## src/rtl/chte_pkg.sv

```systemverilog
`timescale 1ns / 1ps
// ----------------------------------------------------------------------------
// chte_pkg
// Types and constants shared by the chained hash table engine modules.
// ----------------------------------------------------------------------------
package chte_pkg;

    localparam int KEY_W         = 64;
    localparam int VAL_W         = 32;
    localparam int CNT_W         = 11;
    localparam int CFG_W         = 10;
    localparam int SUM_W         = 11;
    localparam int DIV_CNT_W     = 4;
    localparam int RESET_BUCKETS = 509;

    typedef enum logic [1:0] {
        OP_INSERT = 2'd0,
        OP_LOOKUP = 2'd1,
        OP_REMOVE = 2'd2,
        OP_NOP    = 2'd3
    } op_t;

    typedef enum logic [1:0] {
        STAT_DONE   = 2'd0,
        STAT_DUP    = 2'd1,
        STAT_ABSENT = 2'd2,
        STAT_FULL   = 2'd3
    } status_t;

    typedef enum logic [3:0] {
        S_CLEAR,
        S_IDLE,
        S_DIV,
        S_HEAD,
        S_HEAD_WAIT,
        S_WALK,
        S_CMP,
        S_FREE_WAIT,
        S_RESULT
    } state_t;

    typedef struct packed {
        logic    clear_wr;
        logic    load;
        logic    div_step;
        logic    head_rd;
        logic    head_take;
        logic    node_rd;
        logic    advance;
        logic    free_rd;
        logic    insert_wr;
        logic    remove_wr;
        logic    res_we;
        status_t res_status;
        logic    res_found;
        logic    out_load;
    } cmd_t;

    typedef struct packed {
        logic clear_last;
        logic div_last;
        logic cur_null;
        logic key_match;
        logic pool_full;
        op_t  op;
    } sts_t;

endpackage

```

## src/rtl/chte_ctrl.sv

```systemverilog
`timescale 1ns / 1ps
// ----------------------------------------------------------------------------
// chte_ctrl
// Controller state machine: sequences hashing, chain walk and table updates.
// ----------------------------------------------------------------------------
module chte_ctrl (
    input  logic            clk,
    input  logic            rst_n,
    input  logic            req_valid,
    output logic            req_ready,
    output logic            rsp_valid,
    input  logic            rsp_ready,
    input  chte_pkg::sts_t  sts,
    output chte_pkg::cmd_t  cmd
);

    chte_pkg::state_t state_reg, state_next;
    logic             out_valid_reg, out_valid_next;

    always_ff @(posedge clk or negedge rst_n)
    begin
        if (!rst_n)
        begin
            state_reg     <= chte_pkg::S_CLEAR;
            out_valid_reg <= 1'b0;
        end
        else
        begin
            state_reg     <= state_next;
            out_valid_reg <= out_valid_next;
        end
    end

    always_comb
    begin
        state_next = state_reg;
        case (state_reg)
            chte_pkg::S_CLEAR:
            begin
                if (sts.clear_last)
                    state_next = chte_pkg::S_IDLE;
            end
            chte_pkg::S_IDLE:
            begin
                if (req_valid)
                    state_next = chte_pkg::S_DIV;
            end
            chte_pkg::S_DIV:
            begin
                if (sts.div_last)
                    state_next = (sts.op == chte_pkg::OP_NOP) ? chte_pkg::S_RESULT
                                                                : chte_pkg::S_HEAD;
            end
            chte_pkg::S_HEAD:      state_next = chte_pkg::S_HEAD_WAIT;
            chte_pkg::S_HEAD_WAIT: state_next = chte_pkg::S_WALK;
            chte_pkg::S_WALK:
            begin
                if (!sts.cur_null)
                    state_next = chte_pkg::S_CMP;
                else if (sts.op == chte_pkg::OP_INSERT && !sts.pool_full)
                    state_next = chte_pkg::S_FREE_WAIT;
                else
                    state_next = chte_pkg::S_RESULT;
            end
            chte_pkg::S_CMP:
            begin
                state_next = sts.key_match ? chte_pkg::S_RESULT : chte_pkg::S_WALK;
            end
            chte_pkg::S_FREE_WAIT: state_next = chte_pkg::S_RESULT;
            chte_pkg::S_RESULT:
            begin
                if (!out_valid_reg || rsp_ready)
                    state_next = chte_pkg::S_IDLE;
            end
            default: state_next = chte_pkg::S_IDLE;
        endcase
    end

    always_comb
    begin
        cmd = '0;
        cmd.res_status = chte_pkg::STAT_DONE;
        case (state_reg)
            chte_pkg::S_CLEAR: cmd.clear_wr = 1'b1;
            chte_pkg::S_IDLE:  cmd.load = req_valid;
            chte_pkg::S_DIV:
            begin
                cmd.div_step = 1'b1;
                if (sts.div_last && sts.op == chte_pkg::OP_NOP)
                    cmd.res_we = 1'b1;
            end
            chte_pkg::S_HEAD:      cmd.head_rd = 1'b1;
            chte_pkg::S_HEAD_WAIT: cmd.head_take = 1'b1;
            chte_pkg::S_WALK:
            begin
                if (!sts.cur_null)
                    cmd.node_rd = 1'b1;
                else if (sts.op == chte_pkg::OP_INSERT && !sts.pool_full)
                    cmd.free_rd = 1'b1;
                else
                begin
                    cmd.res_we     = 1'b1;
                    cmd.res_status = (sts.op == chte_pkg::OP_INSERT) ? chte_pkg::STAT_FULL
                                                                      : chte_pkg::STAT_ABSENT;
                end
            end
            chte_pkg::S_CMP:
            begin
                if (sts.key_match)
                begin
                    cmd.res_we = 1'b1;
                    case (sts.op)
                        chte_pkg::OP_INSERT: cmd.res_status = chte_pkg::STAT_DUP;
                        chte_pkg::OP_LOOKUP: cmd.res_found = 1'b1;
                        chte_pkg::OP_REMOVE: cmd.remove_wr = 1'b1;
                        default:             cmd.res_status = chte_pkg::STAT_DONE;
                    endcase
                end
                else
                    cmd.advance = 1'b1;
            end
            chte_pkg::S_FREE_WAIT:
            begin
                cmd.insert_wr = 1'b1;
                cmd.res_we    = 1'b1;
            end
            chte_pkg::S_RESULT: cmd.out_load = !out_valid_reg || rsp_ready;
            default: cmd = '0;
        endcase
    end

    assign out_valid_next = cmd.out_load | (out_valid_reg & ~rsp_ready);
    assign req_ready      = (state_reg == chte_pkg::S_IDLE);
    assign rsp_valid      = out_valid_reg;

endmodule

```

## config.mk

```make
export PLATFORM = sky130hd
export DESIGN_NAME = chte_ctrl
export DESIGN_NICKNAME = d
export VERILOG_FILES = /design/src/rtl/chte_pkg.sv /design/src/rtl/chte_ctrl.sv
export SDC_FILE = /design/constraint.sdc
export NUM_CORES = 1
export LEC_CHECK = 0
export BUFFER_PORTS_ARGS = -buffer_cell sky130_fd_sc_hd__buf_2
export CAP_MARGIN = 0
export CORE_AREA = 2 2 39 41
export DETAILED_ROUTE_END_ITERATION = 8
export DIE_AREA = 0 0 41 43
export PLACE_DENSITY = 0.79
export SKIP_LAST_GASP = 1
export SYNTH_ARGS = -nofsm -noshare
export SYNTH_HDL_FRONTEND = slang
export SYNTH_SLANG_ARGS = --single-unit
```

## constraint.sdc

```tcl
create_clock -name clk -period 2.1 [get_ports clk]
set_clock_uncertainty 0.1 [all_clocks]
set_input_delay 0.42 -clock clk [delete_from_list [all_inputs] [get_ports clk]]
set_output_delay 0.42 -clock clk [all_outputs]
set_load 0.05 [all_outputs]
```

==> flow_summary.json <==
{
  "outcome": "finished with violations",
  "violations": "setup timing",
  "synth_edf_count": 0,
  "async_reset_ff_share_pct": 100.0,
  "die-width_um": 41,
  "ys_top_cells_by_area": "dfrtp_1 (25%), nor3_1 (8.0%), nand2b_1 (7.5%)",
  "clockBufferDepth": 2,
  "start_util_pct": 36.17,
  "rsz0062_at_grt": "true",
  "drt-total-wl_um": 1734,
  "avgViaCountPerCell": 5.382,
  "cts_buffers": 3,
  "mostFrequentLayoutCell": "buf_2",
  "yosys_warnings": 0,
  "die_y_um": 43,
  "dp_hpwl_um": 1185,
  "period_share_pct": 102.8,
  "power_frac_clock_pct": 8.0,
  "syn_area_um2": 500.5,
  "relSlewSlack_pct": 82.05,
  "portBuffers": 27,
  "postLayoutCellArea_um2": 953.4,
  "drt_iter0_markers": 11,
  "start_kind": "flip-flop",
  "vdd_drop_max_v": 0.0009605,
  "ys_seq_area_share_pct": 25.00,
  "core_region_area_um2": 1384,
  "cts-root-buf": "clkbuf_4",
  "power_per_cell_area_nw_per_um2": 1490,
  "grt_pass1_vias": 626,
  "p_comb_share_pct": 78.4,
  "synth_top_cell_area_share_pct": 25.00,
  "area_delta_synth_final_pct": 90.50,
  "slew_viol_final": 0,
  "hold_violations": 0,
  "die_area_um2": 1763,
  "dpl_cell_area_um2": 794.5,
  "syn_avg_cell_area_um2": 7.820,
  "synthCells": 64,
  "maxCapViolations": 0,
  "worst_slew_pin_slew_ps": 267.2,
  "drcViolationCount": 0,
  "cts.sinks": 5,
  "grt_start_max_net_pins": 10,
  "switching_power_mw": 0.7560,
  "cp_max_fo": 6,
  "nets": 119,
  "pin_count": 28,
  "setup_ws_ps": -59.10,
  "path_class": "reg2out",
  "antenna_found_initial": 0,
  "synth_seq_cells": 5,
  "dr.pass1.iters": 4,
  "r2r-start": "state_reg[1]",
  "gp_congestion": 0.8602,
  "ant_nets": 0,
  "via_count": 662,
  "diodes": 0,
  "period_needed_ps": 2159,
  "clkSlewWorstSetupHoldPaths_ps": 50,
  "htreeDepth": 1,
  "min_path_type": "in2async",
  "synth_area_leader_cell": "dfrtp_1",
  "track_usage_pct": 21.15,
  "tns_ps": -158.8,
  "synth-main-ff-cell": "dfrtp_1",
  "swShare_pct": 53.21,
  "wl_per_cell_um": 14.10,
  "max_freq_ghz": 0.4632,
  "cellLeakagePower_nw": 0.4621,
  "rrSetupSlack_ps": 520,
  "worstSetupStartpoint": "state_reg[3]",
  "drive_above_1_share_pct": 62.62,
  "tritoncts": "built",
  "seq_power_share_pct": 13.6,
  "layout_common_cells": "buf_2 (18), buf_4 (15), buf_6 (7)",
  "syn_nets": 75,
  "synth_cell_types": 31,
  "worstSetupEndpointType": "output port",
  "total_power_mw": 1.421,
  "cp.required_ps": 1580,
  "cp.arrival_ps": 1640,
  "worst_skew_pair.late_latency_ps": 250,
  "largest_reg_flops": 4,
  "reg2reg_depth": 5,
  "p_int_mw": 0.6647,
  "setup_viol": 3,
  "grt_pass1_wl_um": 2566,
  "rows": 14,
  "grt-ovfl-total": 0
}
stage by stage:
stage	cells	utilization (%)	hold slack [ps]	setup WS, ps
6_report	123	68.90	425.0	-59.10
5_1_grt	123	68.90	426.2	-118.3
4_1_cts	123	65.91	409.1	-67.18
3_5_place_dp	114	57.41	137.9	57.14
3_3_place_gp	114	57.41	135.6	79.08
2_1_floorplan	64	-	24.41	-243.1
power groups by stage:
| stage | combinational, mW | clock [mW] | sequential [mW] |
|---|---|---|---|
| 2_1_floorplan | 0.651 | 0 | 0.207 |
| 3_3_place_gp | 0.950 | 0 | 0.183 |
| 3_5_place_dp | 0.963 | 0 | 0.186 |
| 4_1_cts | 1.05 | 0.118 | 0.189 |
| 5_1_grt | 1.18 | 0.122 | 0.199 |
| 6_report | 1.11 | 0.114 | 0.193 |
layer usage:
metal,global-route usage [%],part of all wire [%]
met2,37.50,55
met3,5.759,7.2
met4,7.333,0.58
met1,22.08,37
met5,0,0
path summary, 6_finish.rpt:
path / end
min reg2reg: rsp_valid
max reg2reg: state_reg[0]
max: cmd[1]
max in group asynchronous: state_reg[3]
min: state_reg[0]
min in group clk: state_reg[1]
repair_timing:
action / in CTS / in global routing
hold buffers: 1 / 0
setup buffers: 4 / 0
resized for setup: 18 / 10
setup endpoints to repair: 8 / 9
cloned: 0 / 0
pin swaps: 0 / 2
hold endpoints to repair: 5 / 0
synthesized netlist by cell type (2+ instances only):
| master | number |
|---|---|
| nor3_1 | 8 |
| nand2b_1 | 6 |
| nor2_1 | 6 |
| a21oi_1 | 5 |
| dfrtp_1 | 5 |
| nand2_1 | 4 |
| and2_1 | 2 |
| and3_1 | 2 |
| buf_4 | 2 |
| nor3b_2 | 2 |
| o21ai_0 | 2 |
cell families (layout without fill, tap and decap cells):
kind of cell	after synthesis	count (layout)	synth area share (%)
multiplexers	1	1	2.250
XOR/XNOR	1	1	1.750
buffers and inverters	5	48	5.497
flip-flops	5	5	25.00
AND/OR/NAND/NOR	38	38	47.50
AO/OA/AOI/OAI	14	14	18.00
cell type report:
type	instances	area (um2)
multi-input cells	54	449.2
flip-flops and latches	5	127.6
repair buffers	43	326.6
inverters	1	3.754
well taps	16	20.02
fillers	98	430.4
clock buffers	4	26.28
critical path, cell delays in order (launching register included):
cell and delay [ps]:
dfrtp_2 440, nand3b_4 180, or3b_4 420, nor3b_4 190
buf_6 180
No activity file was read; power rests on OpenSTA's default activity.
